## src/sv/csrmv_pkg.sv

```systemverilog
// Package for the CSR sparse matrix-vector block.
// Holds the item and result structs, operation codes and stage control type.
// No dependencies; every other file refers to it by scoped names.
package csrmv_pkg;

    localparam int IDX_W = 10;
    localparam int VAL_W = 32;
    localparam int ACC_W = 64;

    localparam logic [1:0] OP_LOAD    = 2'd0;
    localparam logic [1:0] OP_NONZERO = 2'd1;
    localparam logic [1:0] OP_EMPTY   = 2'd2;

    typedef struct packed {
        logic [1:0]              operation;
        logic [IDX_W-1:0]        index;
        logic signed [VAL_W-1:0] value;
        logic                    row_end;
    } item_t;

    typedef struct packed {
        logic signed [ACC_W-1:0] row_result;
        logic [IDX_W-1:0]        row_number;
        logic                    saturated;
    } result_t;

    // Control that travels with a matrix item down the pipeline.
    typedef struct packed {
        logic valid;
        logic nonzero;
        logic closes_row;
    } stage_ctrl_t;

endpackage

```

## src/sv/csrmv_mult.sv

```systemverilog
// Multiply stage of the CSR sparse matrix-vector block.
// Forms the exact Q32.32 product of a Q16.16 nonzero and its x element.
// Depends on csrmv_pkg.
module csrmv_mult (
    input  logic                               clk,
    input  logic                               rst_n,
    input  csrmv_pkg::stage_ctrl_t             up_ctrl,
    input  logic signed [csrmv_pkg::VAL_W-1:0] mat_value,
    input  logic signed [csrmv_pkg::VAL_W-1:0] vec_value,
    output logic                               up_stall,
    input  logic                               down_stall,
    output csrmv_pkg::stage_ctrl_t             ctrl,
    output logic signed [csrmv_pkg::ACC_W-1:0] product
);

    csrmv_pkg::stage_ctrl_t             ctrl_reg;
    logic signed [csrmv_pkg::ACC_W-1:0] product_reg;
    logic signed [csrmv_pkg::ACC_W-1:0] product_next;

    assign up_stall     = ctrl_reg.valid && down_stall;
    assign product_next = csrmv_pkg::ACC_W'(mat_value) * csrmv_pkg::ACC_W'(vec_value);

    always_ff @(posedge clk or negedge rst_n)
    begin
        if (!rst_n)
        begin
            ctrl_reg <= '0;
        end
        else if (!up_stall)
        begin
            ctrl_reg <= up_ctrl;
        end
    end

    always_ff @(posedge clk)
    begin
        if (!up_stall)
        begin
            product_reg <= product_next;
        end
    end

    assign ctrl    = ctrl_reg;
    assign product = product_reg;

endmodule

```

## config.mk

```make
export PLATFORM = sky130hd
export DESIGN_NAME = csrmv_mult
export DESIGN_NICKNAME = d
export VERILOG_FILES = /design/src/sv/csrmv_pkg.sv /design/src/sv/csrmv_mult.sv
export SDC_FILE = /design/constraint.sdc
export NUM_CORES = 2
export LEC_CHECK = 0
export BUFFER_PORTS_ARGS = -buffer_cell sky130_fd_sc_hd__buf_2
export CAP_MARGIN = 5
export CORE_ASPECT_RATIO = 1.5
export CORE_MARGIN = 2
export CORE_UTILIZATION = 30
export DETAILED_ROUTE_END_ITERATION = 10
export PLACE_DENSITY = 0.56
export SYNTH_ARGS = -nofsm -noshare
export SYNTH_HDL_FRONTEND = slang
export SYNTH_SLANG_ARGS = --single-unit
```

## constraint.sdc

```tcl
create_clock -name clk -period 4.45 [get_ports clk]
set_input_delay 1.335 -clock clk [delete_from_list [all_inputs] [get_ports clk]]
set_output_delay 1.335 -clock clk [all_outputs]
set_load 0.01 [all_outputs]
```

# ---- Yosys cells after proc, flatten, opt, wreduce, memory -nomap -nowiden
# Index checks and enable logic that the tools add are counted.
dict set report op_classes {
  n_eq_ne 0
  n_shift 0
  n_lt_le_gt_ge 0
  n_reduce_logical 1
  bitwise 0
  n_div 0
  mul 1
  muxes 0
  n_addsub 0
}
# op n
set ops {}
lappend ops {{32-bit by 32-bit multiplier with 64-bit output} 1}
lappend ops {{1-bit logical AND} 1}
dict set report totals {
  word_cells 6
  inputBits 70
  memories 0
  latchBits 0
  regBits 67
  ramBits 0
  mem_bits_ro 0
}

# ---- Depth between registers and ports, before layout
dict set report depth {
  depth_word 1
  ltp_mapped 28
  mapped_depth_nobuf 26
}

# ---- Worst setup path after synthesis
# No wires, ideal clock.
dict set report synth_path {
  path_type {input to register}
  startpoint {input port vec_value[2] in the netlist's numbering}
  endpoint {register product_reg (netlist bit product[61]) (data pin)}
  slack_ns -4.064
  t_arrival_ns 8.256
  setup_time_ns 0.258
  stages 26
  path_buffers 2
  t_required_ns 4.192
  path_cell_list {clkbuf_1 > nand2_1 > inv_1 > fa_1 > fa_1 > fa_1 > fa_1 > inv_1 > fa_1 > inv_1 > fa_1 > inv_1 > fa_1 > inv_1 > fa_1 > ha_1 > buf_2 > a21o_1 > a21o_1 > a21oi_1 > o21bai_1 > a21o_1 > a31oi_1 > nand2_1 > o21ai_1 > xnor2_1}
}
dict set report synth_via {
  elab_chain_cells 1
}
# item line_no
set synth_lines {}
lappend synth_lines {{start: declaration} csrmv_mult.sv:9} ;# input logic signed [csrmv_pkg::VAL_W-1:0] vec_value,
lappend synth_lines {{32-bit by 32-bit multiplier with 64-bit output} csrmv_mult.sv:21} ;# assign product_next = csrmv_pkg::ACC_W'(mat_value) * csrmv_pkg::ACC_W'(vec_value);
lappend synth_lines {{via product_next (one bit)} csrmv_mult.sv:18} ;# logic signed [csrmv_pkg::ACC_W-1:0] product_next;
lappend synth_lines {{end signal: assignment} csrmv_mult.sv:39} ;# product_reg <= product_next;
lappend synth_lines {{end: declaration} csrmv_mult.sv:17} ;# logic signed [csrmv_pkg::ACC_W-1:0] product_reg;
# The timed path passes the listed nets, and every way through them passes these cells.
# A chain may end at the register's enable or synchronous reset.

# ---- Worst setup path in the final report
dict set report layout_path {
  startpoint {input port mat_value[14] in the netlist's numbering}
  endpoint {register product_reg (netlist bit product[59]) (data pin)}
}
dict set report layout_via {
  elab_chain_cells 1
}
# item line_no
set layout_lines {}
lappend layout_lines {{start: declaration} csrmv_mult.sv:8} ;# input logic signed [csrmv_pkg::VAL_W-1:0] mat_value,
lappend layout_lines {{32-bit by 32-bit multiplier with 64-bit output} csrmv_mult.sv:21}
lappend layout_lines {{via product_next (one bit)} csrmv_mult.sv:18}
# The timed path passes the listed nets, and every way through them passes these cells.

==> run_results.csv <==
group,metric,value,unit
run_status,outcome,"finished with violations",
run_status,violations,"negative setup slack",
placement,dpl_cell_area,45100,µm²
timing,fmax,124,MHz
critical_path,crit_top_cell,"fa_1",
die,design.die.area,131000,µm²
logic_synthesis,synth_edf_count,64,
timing,setup-tns-final,-166700,ps
global_routing,grt_antenna_before_repair,1,
layout,fillers,12500,
clocking,cts_htree_levels,3,
logic_synthesis,post_synth.cell_area_avg,9.67,µm²
clocking,cts_buffers,9,
logic_synthesis,synth_top_area_cell,"fa_1",
route,detail_route.first_pass.iterations,7,
placement,post-place-ws,-4580,ps
timing,worst_pin_slew,733,ps
critical_path,rr_startpoint,"ctrl[2]",
die,die_width,296,µm
route,drtAntennaViolNets,0,
layout,area_delta_synth_final,27.8,%
layout,final_common_cell,"fa_1",
layout,largest_reg_flops,64,
critical_path,crit_path_end_kind,"flip-flop",
global_routing,grt_util_met3,1.84,%
global_routing,first_global_vias,32600,
logic_synthesis,synth.distinct_cells,66,
clocking,clkSinkCount,67,
die,ios,138,
critical_path,arrival,8180,ps
logic_synthesis,synth-seq-cells,67,
critical_path,crit_start,"mat_value[14]",
timing,slew_headroom,51.1,%
die,initial_utilization,30.2,%
timing,setup_slack,-3600,ps
logic_synthesis,syn_nets,5299,
die,fp-row-count,160,
logic_synthesis,postSynthCellCount,3963,
hold_path,hold_path_class,"reg2reg",
critical_path,rr_endpoint,"product[53]",
global_routing,grt.overflow.total,0,
logic_synthesis,synth_area,38300,µm²
placement,routabilityCongestion,0.878,
logic_synthesis,synth_ff_type,"edfxtp_1",
logic_synthesis,synthMuxAreaShare,0.114,%
global_routing,grtUsageMet2,37.6,%
logic_synthesis,synth-xor-area-share,1.46,%
die,die_h,442,µm
timing,rsz0062_at_grt,"yes",
route,routed_via_density,4.62,
critical_path,crit_required,4580,ps
flow_run,maxCapViolCount,0,
clocking,clk_path_buf_depth,2,
critical_path,worst-setup-path-type,"in2reg",
layout,drive_above_1_share,26.8,%
timing,clock_skew,5.78,ps
route,vias,28600,
logic_synthesis,yosysSeqAreaShare,5.21,%
logic_synthesis,synth_compound_area_share,3.72,%
route,drt_iter0_drc,1108,
timing,layout_min_cycle_time,8050,ps
timing,finalSetupViolCount,58,
global_routing,grt_use_met1,18.2,%
global_routing,grt_pass1_wl,186000,µm
global_routing,grt_max_degree,52,
layout,finish.utilization,38.7,%
logic_synthesis,yosysWarnings,0,
critical_path,r2r_slack,2700,ps
layout,layout_common_cells,"fa_1 (978), inv_1 (903), nand2_1 (495), and2_1 (466), buf_4 (431)",
timing,finalMaxSlewViolations,0,
logic_synthesis,async_flop_share,4.48,%
critical_path,start_kind,"input pin",
route,wl_per_cell,19.8,µm
critical_path,r2r_cells,2,
critical_path,crit_path_max_fanout,9,
clocking,clk_transition_reported_paths,70,ps
logic_synthesis,synthTopCellsByArea,"fa_1 (57%), inv_1 (9.4%), and2_1 (8.4%)",
die,core_area,127000,µm²
clocking,clock_latency,380,ps
clocking,clockRootBuffer,"clkbuf_16",
layout,stdcell_area,49000,µm²
layout,fin_nets,5816,
route,drc,0,
placement,place.detailed.hpwl,105000,µm
placement,io_buffers,137,
global_routing,track_usage,19.1,%
critical_path,critPathSlowestCell,"fa_1",
clocking,cts_tree,"done",
global_routing,busiest_layer,"met2",
logic_synthesis,synthSimpleGateAreaFrac,15.5,%
critical_path,endpoint,"product[59]",
timing,fin_crit_sh,181,%
logic_synthesis,synth_adder_area_share,62.5,%
route,wirelength,123000,µm
logic_synthesis,synth_top_family_by_area,"adder cells",
critical_path,critPathMaxStageDelay,610,ps
logic_synthesis,yosysTopAreaCellShare,56.5,%
timing,hold_viol,0,
==> critical path, delay by kind of cell <==
kind,cells,cell delay (ps)
buffers and inverters,6,650
adder cells (fa/ha/maj),9,4390
AO/OA/AOI/OAI,7,1110
AND/OR/NAND/NOR,2,490
XOR/XNOR,1,170
==> cell families (layout without fill, tap and decap cells) <==
family          after synthesis  in the layout
buf+inv                    1163           1685
xor+xnor                     64             64
flops                        67             67
fa+ha+maj                  1266           1266
simple gates               1187           1187
compound gates              212            212
other cells                   0              1
mux                           4              4
==> area by class of cell <==
| class | count | area [µm²] | area share (%) |
|---|---|---|---|
| Multi-Input combinational cell | 2733 | 34300 | 70.1 |
| Timing Repair Buffer | 714 | 6620 | 13.5 |
| Inverter | 955 | 3590 | 7.33 |
| Tap cell | 1701 | 2130 | 4.34 |
| Sequential cell | 67 | 2000 | 4.08 |
| Clock buffer | 9 | 225 | 0.460 |
| Clock inverter | 7 | 68.8 | 0.140 |
| Antenna cell | 1 | 2.50 | 0.00511 |
==> per-layer routing <==
metal | routed length [µm] | share of wire, %
met4 | 10200 | 8.3
met5 | 13 | 0.011
met3 | 3670 | 3.0
met2 | 70800 | 58
met1 | 38000 | 31
==> stage by stage <==
step / hold WS (ps) / instances
after floorplan: 551 / 3963
after global placement: 485 / 6083
after detailed placement: 492 / 6083
after CTS: 507 / 6153
after global routing: 539 / 6186
final: 506 / 6187
==> how the worst min path moves through the flow <==
stage               startpoint       to  slack [ps]  cells past startpoint
global placement       ctrl[0]  ctrl[0]         490                      1
CTS                    ctrl[0]  ctrl[0]         510                      1
global route           ctrl[0]  ctrl[0]         540                      1
detailed placement     ctrl[0]  ctrl[0]         490                      1
finish                 ctrl[0]  ctrl[0]         510                      1
floorplan              ctrl[0]  ctrl[0]         550                      1
==> what timing repair did <==
item | CTS | global route
endpoints found under the setup margin | 59 | 59
setup buffers | 53 | 37
pin swaps | 202 | 190
cloned | 3 | 7
hold buffers | 0 | 0
gates resized for setup | 426 | 260
==> cell usage after synthesis, drive strengths merged, types with 32 or more instances <==
master  number
nor2        58
a21oi       65
o21ai       47
and2       517
fa        1082
a21o        32
nand2      528
ha         184
inv        955
edfxtp      64
clkbuf     202
xnor2       45
Power is not shown: default switching activity piles up to over one toggle a cycle in this logic, so the estimate is an artifact.
