[src/sv/csrmv_pkg.sv]
// Package for the CSR sparse matrix-vector block.
// Holds the item and result structs, operation codes and stage control type.
// No dependencies; every other file refers to it by scoped names.
package csrmv_pkg;

    localparam int IDX_W = 10;
    localparam int VAL_W = 32;
    localparam int ACC_W = 64;

    localparam logic [1:0] OP_LOAD    = 2'd0;
    localparam logic [1:0] OP_NONZERO = 2'd1;
    localparam logic [1:0] OP_EMPTY   = 2'd2;

    typedef struct packed {
        logic [1:0]              operation;
        logic [IDX_W-1:0]        index;
        logic signed [VAL_W-1:0] value;
        logic                    row_end;
    } item_t;

    typedef struct packed {
        logic signed [ACC_W-1:0] row_result;
        logic [IDX_W-1:0]        row_number;
        logic                    saturated;
    } result_t;

    // Control that travels with a matrix item down the pipeline.
    typedef struct packed {
        logic valid;
        logic nonzero;
        logic closes_row;
    } stage_ctrl_t;

endpackage

[src/sv/csrmv_accum.sv]
// Accumulate stage of the CSR sparse matrix-vector block.
// Saturating Q32.32 row accumulator, row counter and the result register.
// Depends on csrmv_pkg.
module csrmv_accum (
    input  logic                               clk,
    input  logic                               rst_n,
    input  csrmv_pkg::stage_ctrl_t             up_ctrl,
    input  logic signed [csrmv_pkg::ACC_W-1:0] product,
    output logic                               up_stall,
    output logic                               result_valid,
    input  logic                               result_stall,
    output csrmv_pkg::result_t                 result
);

    localparam logic [csrmv_pkg::ACC_W-1:0] ACC_MAX = {1'b0, {(csrmv_pkg::ACC_W-1){1'b1}}};
    localparam logic [csrmv_pkg::ACC_W-1:0] ACC_MIN = {1'b1, {(csrmv_pkg::ACC_W-1){1'b0}}};

    logic signed [csrmv_pkg::ACC_W-1:0] acc_reg;
    logic                               sat_reg;
    logic [csrmv_pkg::IDX_W-1:0]        row_reg;
    logic                               result_valid_reg;
    logic                               result_valid_next;
    csrmv_pkg::result_t                 result_reg;

    logic                               fire;
    logic signed [csrmv_pkg::ACC_W-1:0] addend;
    logic signed [csrmv_pkg::ACC_W-1:0] sum;
    logic                               overflow;
    logic signed [csrmv_pkg::ACC_W-1:0] acc_new;
    logic                               sat_new;

    // Only a row-closing item needs the result register to be free.
    assign up_stall = up_ctrl.valid && up_ctrl.closes_row && result_valid_reg && result_stall;
    assign fire     = up_ctrl.valid && !up_stall;

    assign addend   = up_ctrl.nonzero ? product : '0;
    assign sum      = acc_reg + addend;
    assign overflow = (acc_reg[csrmv_pkg::ACC_W-1] == addend[csrmv_pkg::ACC_W-1]) &&
                      (sum[csrmv_pkg::ACC_W-1] != acc_reg[csrmv_pkg::ACC_W-1]);
    assign acc_new  = overflow ? (acc_reg[csrmv_pkg::ACC_W-1] ? ACC_MIN : ACC_MAX) : sum;
    assign sat_new  = sat_reg || overflow;

    always_comb
    begin
        result_valid_next = result_valid_reg;
        if (fire && up_ctrl.closes_row)
        begin
            result_valid_next = 1'b1;
        end
        else if (!result_stall)
        begin
            result_valid_next = 1'b0;
        end
    end

    always_ff @(posedge clk or negedge rst_n)
    begin
        if (!rst_n)
        begin
            acc_reg          <= '0;
            sat_reg          <= 1'b0;
            row_reg          <= '0;
            result_valid_reg <= 1'b0;
        end
        else
        begin
            result_valid_reg <= result_valid_next;
            if (fire)
            begin
                if (up_ctrl.closes_row)
                begin
                    acc_reg <= '0;
                    sat_reg <= 1'b0;
                    row_reg <= row_reg + 1'b1;
                end
                else
                begin
                    acc_reg <= acc_new;
                    sat_reg <= sat_new;
                end
            end
        end
    end

    always_ff @(posedge clk)
    begin
        if (fire && up_ctrl.closes_row)
        begin
            result_reg.row_result <= acc_new;
            result_reg.row_number <= row_reg;
            result_reg.saturated  <= sat_new;
        end
    end

    assign result_valid = result_valid_reg;
    assign result       = result_reg;

endmodule

[config.mk]
export PLATFORM = sky130hd
export DESIGN_NAME = csrmv_accum
export DESIGN_NICKNAME = d
export VERILOG_FILES = /design/src/sv/csrmv_pkg.sv /design/src/sv/csrmv_accum.sv
export SDC_FILE = /design/constraint.sdc
export NUM_CORES = 1
export LEC_CHECK = 0
export BUFFER_PORTS_ARGS = -buffer_cell sky130_fd_sc_hd__buf_2
export CAP_MARGIN = 20
export CELL_PAD_IN_SITES_DETAIL_PLACEMENT = 0
export CELL_PAD_IN_SITES_GLOBAL_PLACEMENT = 2
export CORE_MARGIN = 10
export CORE_UTILIZATION = 37
export CTS_BUF_LIST = sky130_fd_sc_hd__clkbuf_8
export DETAILED_ROUTE_END_ITERATION = 10
export PLACE_DENSITY = 0.82
export RECOVER_POWER = 100
export SETUP_SLACK_MARGIN = 0.2
export SYNTH_ARGS = -nofsm -noshare
export SYNTH_HDL_FRONTEND = slang
export SYNTH_SLANG_ARGS = --single-unit
[constraint.sdc]
create_clock -name clk -period 7.8 [get_ports clk]
set_clock_uncertainty 0.05 [all_clocks]
set_input_delay 0.78 -clock clk [delete_from_list [all_inputs] [get_ports clk]]
set_output_delay 0.78 -clock clk [all_outputs]
set_load 0.01 [all_outputs]
* After elaboration in Yosys (flattened, before gate mapping)
Cells that the tools add are included.
Word-level totals: logic and storage cells 28, bits in writable memories 0, memories 0, latch bits 0, memory bits (read-only) 0, output and inout port bits 77, flip-flop bits (word level) 151, bits of input ports 70
Operators by class: $add $sub $neg 2, bitwise gates (word level) 0, reduce and logical (&&, ||, !) cells 9, divide/modulo/power cells 0, shift-type cells 0, $lt $le $gt $ge 0, equality and inequality tests 3, multiplexer cells 7, $mul 0
Operator list (count):
- 64-bit 2-to-1 mux | 4
- 64-bit adder | 1
- 10-bit by 1-bit adder with 10-bit output (second input constant) | 1
- 1-bit logical AND | 6
- 1-bit 2-to-1 mux | 3
- 2-bit by 1-bit inequality test with 1-bit output (second input constant) | 1
- 2-bit AND reduction | 1
- 1-bit == test | 1
- 1-bit zero test | 1
- 1-bit logical OR | 1
- 1-bit inequality test | 1

* Logic depth before layout (Yosys ltp)
Gate-level depths: netlist (run 1).
depth after elaboration 7, depth in mapped cells 16

* Least setup slack after synthesis (run 1)
No wires, ideal clock.
kind input -> register, start point in up_ctrl[2] (netlist bit), end point reg row_reg[7] (netlist bit), path slack 1852 ps, arrival 5819 ps, library setup time 79 ps, required time 7671 ps, cell stages on the path 5, cells stage by stage nand2_1 a21oi_1 nand4_1 nor2_1 xor2_1
Between the ends: word-level cells in the longest chain between the ends 6
Ends and longest elaborated chain:
- start: declaration | line csrmv_accum.sv:7 | input csrmv_pkg::stage_ctrl_t up_ctrl,
- 1-bit logical AND (3 in series) | line csrmv_accum.sv:33 | assign up_stall = up_ctrl.valid && up_ctrl.closes_row && result_valid_reg && result_stall;
- 1-bit zero test | line csrmv_accum.sv:34 | assign fire = up_ctrl.valid && !up_stall;
- 1-bit logical AND (*) | line csrmv_accum.sv:34
- 2-bit AND reduction (no source line) (*)
- end signal: assignment | line csrmv_accum.sv:74 | row_reg <= row_reg + 1'b1;
- end: declaration | line csrmv_accum.sv:20 | logic [csrmv_pkg::IDX_W-1:0] row_reg;
Mark *: on every way between the ends. The rest lies on a longest branch, timed or not. A chain may end at the register's enable or synchronous reset.

* Worst setup path in the final report (run 1)
start point in up_ctrl[1] (netlist bit), end point reg acc_reg[35] (netlist bit)
Between the ends: word-level cells in the longest chain between the ends 6, elaborated cells on any way between the ends 7
Ends and longest elaborated chain:
- 64-bit 2-to-1 mux (*) | line csrmv_accum.sv:36 | assign addend = up_ctrl.nonzero ? product : '0;
- 64-bit adder | line csrmv_accum.sv:37 | assign sum = acc_reg + addend;
- 1-bit inequality test | line csrmv_accum.sv:39 | (sum[csrmv_pkg::ACC_W-1] != acc_reg[csrmv_pkg::ACC_W-1]);
- 1-bit logical AND | line csrmv_accum.sv:38 | assign overflow = (acc_reg[csrmv_pkg::ACC_W-1] == addend[csrmv_pkg::ACC_W-1]) &&
- 64-bit 2-to-1 mux (*) | line csrmv_accum.sv:40 | assign acc_new = overflow ? (acc_reg[csrmv_pkg::ACC_W-1] ? ACC_MIN : ACC_MAX) : sum;
- net acc_new, one bit | line csrmv_accum.sv:29 | logic signed [csrmv_pkg::ACC_W-1:0] acc_new;
- 64-bit 2-to-1 mux (*) | line csrmv_accum.sv:70 | if (up_ctrl.closes_row)
- end signal: assignment | line csrmv_accum.sv:78 | acc_reg <= acc_new;
- end: declaration | line csrmv_accum.sv:18 | logic signed [csrmv_pkg::ACC_W-1:0] acc_reg;
Mark *: on every way through the listed nets, which the timed path passes. The rest lies on a longest branch.

==> results of run 1 <==
## path summary, 6_finish.rpt
| path | slack, ns | from | depth (start not counted) | endpoint |
|---|---|---|---|---|
| hold / removal | 0.43 | row_reg[9] | 1 | row_reg[9] |
| min in group asynchronous | 0.89 | rst_n | 1 | acc_reg[53] |
| hold reg to reg | 0.43 | row_reg[9] | 1 | row_reg[9] |
| setup reg to reg | 2.88 | result_valid | 6 | row_reg[9] |
| setup / recovery | 1.99 | up_ctrl[1] | 13 | acc_reg[35] |
| max in group asynchronous | 3.59 | rst_n | 2 | acc_reg[14] |
## routing by layer
metal	vias up	share of wire, %
met2	213	46
met1	4191	48
met5	-	0
met3	25	4.9
met4	0	1.1
li1	4272	-
## area by class of cell
class | count | area (sq um)
Clock inverter | 15 | 199
Tap cell | 378 | 473
Clock buffer | 17 | 234
Timing Repair Buffer | 156 | 714
Multi-Input combinational cell | 859 | 5620
Sequential cell | 151 | 4150
Inverter | 21 | 78.8
Fill cell | 2847 | 16200
## cell families after synthesis
group	after synthesis	synth area share, %
adders and majority gates	65	7.92
AOI/OAI and AO/OA	374	24.6
buffers and inverters	94	4.03
xor gates and xnor gates	67	5.66
and+or+nand+nor	352	17.6
muxes	1	0.109
DFF	151	40.1
## power by group
part	total [mW]	switching, mW	internal [mW]
logic	1.12	0.709	0.415
registers	1.14	0.0927	1.05
clock network	0.680	0.401	0.279
total	2.95	1.20	1.74
## placed cells by master (no fill, tap or decap), types with 4 or more instances in the layout
master	count
nand2_1	121
and2_0	5
nor2b_1	4
o31ai_1	6
buf_4	6
xor2_1	31
nand3_1	20
nand4_1	24
or2_2	5
clkinv_8	4
o21ai_1	7
nor3_1	14
edfxtp_1	75
inv_1	21
xnor2_1	36
o211ai_1	46
a21oi_1	95
a21o_1	26
clkbuf_8	17
a21boi_0	5
nand2b_1	8
buf_2	66
a221oi_1	4
a211oi_1	7
and2_1	66
clkbuf_1	83
and3_1	8
inv_8	7
nor4_1	5
nor2_1	48
o21bai_1	14
dfrtp_1	76
or3_1	7
o21ai_0	108
a31oi_1	11
ha_1	64
o21a_1	6
a221o_1	6
a22o_1	7
## worst max-delay path, delay by kind of cell
kind | cells | cell delay (ns)
AOI/OAI and AO/OA | 7 | 1.74
and+or+nand+nor | 3 | 1.17
buffers and inverters | 2 | 2.15
adders and majority gates | 1 | 0.28
==> flow_metrics.py, run 1 <==
metrics = {
    "status": {
        "outcome": "finished, violations left",
        "violations": "max-capacitance violations, max-slew violations",
    },
    "global_routing": {
        "track_usage_pct": 17.5,
        "grt_overflow": 0,
        "use_met3_pct": 3.50,
        "grt_first_pass_wirelength_mm": 50.2,
        "antenna_found_initial": 0,
        "gr-usage-met1_pct": 23.9,
        "grt_pass1_vias": 8858,
        "grt_max_degree": 66,
        "grt_busiest_layer": "met2",
        "met2_usage_pct": 28.1,
    },
    "placement": {
        "dpl_worst_slack_ns": 2.39,
        "io_buffers": 146,
        "placedCellCount": 1564,
        "dpl-instance-area_sq_um": 11300,
        "hpwl_mm": 23.0,
        "gp_congestion": 0.904,
    },
    "synthesis": {
        "synthesis.area_sq_um": 10400,
        "netlist.area_leader.share_pct": 21.7,
        "avgSynthCellArea_sq_um": 9.39,
        "synth_common_cells": "122 x nand2_1, 104 x o21ai_0, 96 x a21oi_1, 76 x dfrtp_1, 75 x edfxtp_1",
        "synth_ff_type": "dfrtp_1",
        "yosys-top-cells-area": "edfxtp_1 22%, dfrtp_1 18%, ha_1 7.7%, o21ai_0 5.0%, o211ai_2 5.0%",
        "synth_largest_area_cell": "edfxtp_1",
        "yosysMostFrequentCell": "nand2_1",
        "synth_cell_types": 69,
        "synth-async-reset-ratio_pct": 50.3,
        "synth_nets": 1239,
        "synth_edf_count": 75,
        "yosysSeqAreaShare_pct": 40.1,
        "ys_warn_count": 0,
        "synthCells": 1104,
        "ys_seq_elements": 151,
    },
    "sta": {
        "rsz0062_at_grt": "no",
        "hold_violations": 0,
        "worstMarginPinSlew_ns": 2.49,
        "maxSlewHeadroom_pct": -66.3,
        "slew_violations": 230,
        "timing.final.ws_setup_ns": 1.99,
        "tns_ns": 0,
        "hold_slack_ns": 0.428,
        "min_period_ns": 5.81,
        "setup_viol": 0,
        "fin_crit_sh_pct": 74.5,
        "fmax_mhz": 172,
    },
    "clock_network": {
        "clk_path_buf_depth": 2,
        "postCtsSetupBuffers": 0,
        "hold_buffers": 0,
        "cts_root_buf": "clkbuf_8",
        "clkLatencyLatePin_ns": 0.49,
        "cts_tree": "done",
        "cts.sinks": 151,
        "cts_resized": 0,
        "clkSlewWorstSetupHoldPaths_ns": 0.11,
        "cts_max_level": 4,
        "cts_inserted_buffers": 17,
    },
    "layout": {
        "largest_reg_flops": 75,
        "area_delta_synth_final_pct": 10.7,
        "fin_nets": 1341,
        "diodes": 0,
        "layout-drive-gt1-share_pct": 10.5,
        "stdcell_area_sq_um": 11500,
        "final_util_pct": 41.4,
        "layoutNonFillerInstCount": 1597,
    },
    "detailed_routing": {
        "vias": 8701,
        "drc_errors": 0,
        "first_iter_violations": 643,
        "ant_nets": 0,
        "viasPerCell": 5.45,
        "post_drt_wl_per_cell_microns": 19.4,
        "dr.pass1.iters": 5,
        "wl_mm": 31.0,
    },
    "setup_path": {
        "cp.required_ns": 8.18,
        "worst_path_max_delay_cell": "clkbuf_1",
        "arrival_ns": 6.19,
        "end_kind": "register",
        "worstSetupStartpointType": "primary input",
        "critical_path.max_stage_delay_ns": 1.63,
        "cpMostUsedCell": "a21oi_1",
        "critPathKind": "in2reg",
        "cp_cell_sequence": "clkbuf_1 > and2_1 > ha_1 > a21oi_1 > o21ai_1 > a21oi_1 > o31ai_1 > nor3_4 > o211ai_1 > nand4_1 > buf_4 > a21oi_2 > a22o_1",
        "worstPathMaxFanout": 65,
    },
    "die": {
        "ioPinCount": 147,
        "core-area_sq_um": 27700,
        "die_h_microns": 187,
        "start_util_pct": 37.4,
        "dieArea_sq_um": 35100,
        "chipWidth_microns": 187,
        "num_rows": 61,
    },
    "run": {
        "maxCapViolations": 5,
    },
    "hold_path": {
        "hp-class": "reg2reg",
    },
    "power_and_ir_drop": {
        "p_leak_nw": 4.63,
        "power.total_mw": 2.95,
        "peakVddDrop_mv": 0.113,
        "power.density_nw_per_um2": 257,
    },
}
Note: power is estimated with default switching activity, not from simulation.
==> run 2: changes to the inputs <==
--- a/config.mk
+++ b/config.mk
@@ -10,10 +10,10 @@
 export CELL_PAD_IN_SITES_DETAIL_PLACEMENT = 0
 export CELL_PAD_IN_SITES_GLOBAL_PLACEMENT = 2
 export CORE_MARGIN = 10
-export CORE_UTILIZATION = 37
+export CORE_UTILIZATION = 34
 export CTS_BUF_LIST = sky130_fd_sc_hd__clkbuf_8
 export DETAILED_ROUTE_END_ITERATION = 10
-export PLACE_DENSITY = 0.82
+export PLACE_DENSITY = 0.79
 export RECOVER_POWER = 100
 export SETUP_SLACK_MARGIN = 0.2
 export SYNTH_ARGS = -nofsm -noshare
==> constraint.sdc (replaced) <==
create_clock -name clk -period 5.3 [get_ports clk]
set_clock_uncertainty 0.05 [all_clocks]
set_input_delay 0.53 -clock clk [delete_from_list [all_inputs] [get_ports clk]]
set_output_delay 0.53 -clock clk [all_outputs]
set_load 0.01 [all_outputs]
==> flow_metrics.py, run 2 (synthesis results as in run 1) <==
metrics = {
    "hold_path": {
        "hp-class": "in2reg",
        "hold_depth": 3,
    },
    "status": {
        "violations": "max-capacitance violations, max-slew violations",
        "outcome": "finished, violations left",
    },
    "global_routing": {
        "grt_first_pass_wirelength_mm": 51.1,
        "antenna_found_initial": 0,
        "grt_pass1_vias": 8833,
        "track_usage_pct": 16.5,
        "grt_overflow": 0,
        "grt_max_degree": 66,
    },
    "clock_network": {
        "postCtsSetupBuffers": 0,
        "clk_path_buf_depth": 2,
        "cts.sinks": 151,
        "clkLatencyLatePin_ns": 0.48,
        "clkSlewWorstSetupHoldPaths_ns": 0.10,
        "cts_max_level": 4,
        "cts_root_buf": "clkbuf_8",
        "cts_tree": "done",
        "cts_inserted_buffers": 17,
    },
    "setup_path": {
        "worstRegToRegCells": 11,
        "cp_top_family": "simple AND/OR/NAND/NOR gates",
        "end_kind": "register",
        "worstSetupStartpointType": "primary input",
        "path_buf_inv": 3,
        "worstPathMaxFanout": 65,
        "worst_path_max_delay_cell": "nor4_2",
        "cp_cell_sequence": "clkbuf_1 > buf_12 > and2_0 > ha_1 > nand4_1 > nor3_1 > nand3_1 > a31oi_1 > nor3_1 > o211a_1 > nor4_2 > nand2_4 > buf_12 > o211ai_1",
        "rr_startpoint": "acc_reg[36]",
        "critPathKind": "in2reg",
        "critical_path.max_stage_delay_ns": 0.92,
        "cp.required_ns": 5.63,
        "rrSetupSlack_ns": 1.03,
        "timing.rr.end": "acc_reg[56]",
        "arrival_ns": 4.75,
        "cp_num_cells": 14,
        "endpoint": "acc_reg[56]",
        "crit_path_start": "up_ctrl[1]",
    },
    "layout": {
        "final_common_cell": "nand2_1",
        "final_util_pct": 38.7,
        "layout-drive-gt1-share_pct": 11.1,
        "largest_reg_flops": 75,
        "multiInputGateArea_sq_um": 5590,
        "final_cell_mix": "122 x nand2_1, 106 x o21ai_0, 97 x a21oi_1",
        "fillers": 3119,
        "area_delta_synth_final_pct": 11.5,
        "diodes": 0,
        "final-seq-area_sq_um": 4150,
        "fin_nets": 1352,
    },
    "power_and_ir_drop": {
        "p_leak_nw": 4.70,
        "power.density_nw_per_um2": 376,
        "p_sw_mw": 1.74,
        "sequentialPowerShare_pct": 38.6,
        "swShare_pct": 40.0,
        "p_int_mw": 2.60,
        "p_comb_share_pct": 38.9,
        "clock_power_share_pct": 22.6,
        "peakVddDrop_mv": 0.146,
    },
    "detailed_routing": {
        "drc_errors": 0,
        "dr.pass1.iters": 5,
        "viasPerCell": 5.34,
        "wl_mm": 31.8,
        "first_iter_violations": 637,
        "vias": 8647,
        "ant_nets": 0,
        "post_drt_wl_per_cell_microns": 19.6,
    },
    "sta": {
        "fin_crit_sh_pct": 83.4,
        "fmax_mhz": 226,
        "hold_violations": 0,
        "rsz0062_at_grt": "no",
        "slew_violations": 116,
        "min_period_ns": 4.42,
        "worstMarginPinSlew_ns": 2.64,
        "maxSlewHeadroom_pct": -75.9,
        "setup_viol": 0,
        "tns_ns": 0,
    },
    "placement": {
        "io_buffers": 146,
        "hpwl_mm": 24.1,
        "gp_congestion": 0.852,
    },
    "die": {
        "core-area_sq_um": 29900,
        "die_h_microns": 195,
        "dieArea_sq_um": 37900,
        "ioPinCount": 147,
        "num_rows": 63,
        "chipWidth_microns": 195,
        "start_util_pct": 34.7,
    },
    "run": {
        "maxCapViolations": 3,
    },
}
[run 2: cell types whose count changed in the layout (fill, tap and decap cells not counted), moves of 3 or more]
cell / delta
buf_4: +6
buf_12: +4
clkinv_8: -4
inv_6: +4
o211ai_1: -3
o211ai_2: +3
[run 2: cell type report]
cell class / count / share of cell area, %
Inverter: 21 / 0.682
Tap cell: 390 / 4.22
Clock inverter: 15 / 1.55
Timing Repair Buffer: 167 / 7.17
Sequential cell: 151 / 36.0
Multi-Input combinational cell: 859 / 48.4
Clock buffer: 17 / 2.03
[run 2: power groups by stage]
stage	Sequential, mW	Clock, mW	Combinational, mW
2_1_floorplan	1.71	0	1.24
3_3_place_gp	1.69	0	1.77
3_5_place_dp	1.69	0	1.77
4_1_cts	1.67	1.01	1.78
5_1_grt	1.70	1.05	1.90
6_report	1.67	0.980	1.69
[run 2: per-layer routing]
layer	global-route usage, %	vias up	wire length [microns]
met3	3.20	24	1370
met4	4.71	0	555
met5	0	-	0
met2	25.4	175	14300
li1	-	4276	-
met1	22.9	4172	15600
[run 2: worst min path at each step]
stage | startpoint | end | slack [ns]
after global placement | row_reg[9] | row_reg[9] | 0.40
after CTS | up_ctrl[0] | result_valid | 0.34
final | up_ctrl[0] | result_valid | 0.32
after detailed placement | row_reg[9] | row_reg[9] | 0.41
after floorplan | rst_n | acc_reg[0] | 0.18
after global routing | up_ctrl[0] | result_valid | 0.32
[run 2: what timing repair did]
item | CTS | global route
hold buffers | 1 | 0
endpoints found under the hold margin | 30 | 0
gates resized for setup | 0 | 0
[run 2: metrics by stage]
stage	power, mW	std cells	hold slack, ns	cell area, sq um	setup slack (ns)
2_1_floorplan	2.95	1104	0.184	10400	1.57
3_3_place_gp	3.46	1587	0.404	11500	0.760
3_5_place_dp	3.46	1587	0.413	11500	0.709
4_1_cts	4.46	1620	0.335	11900	1.20
5_1_grt	4.66	1620	0.320	11600	0.563
6_report	4.34	1620	0.324	11600	0.880
[run 2: worst register-to-register path, cell delays in order, from the launching register on]
cell and delay [ns]:
dfrtp_1 0.40, ha_1 0.51, nand4_1 0.23, nor3_1 0.38, nand3_1 0.14, a31oi_1 0.23, nor3_1 0.21, o211a_1 0.31
nor4_2 0.92, nand2_4 0.38, buf_12 0.30, o211ai_1 0.12
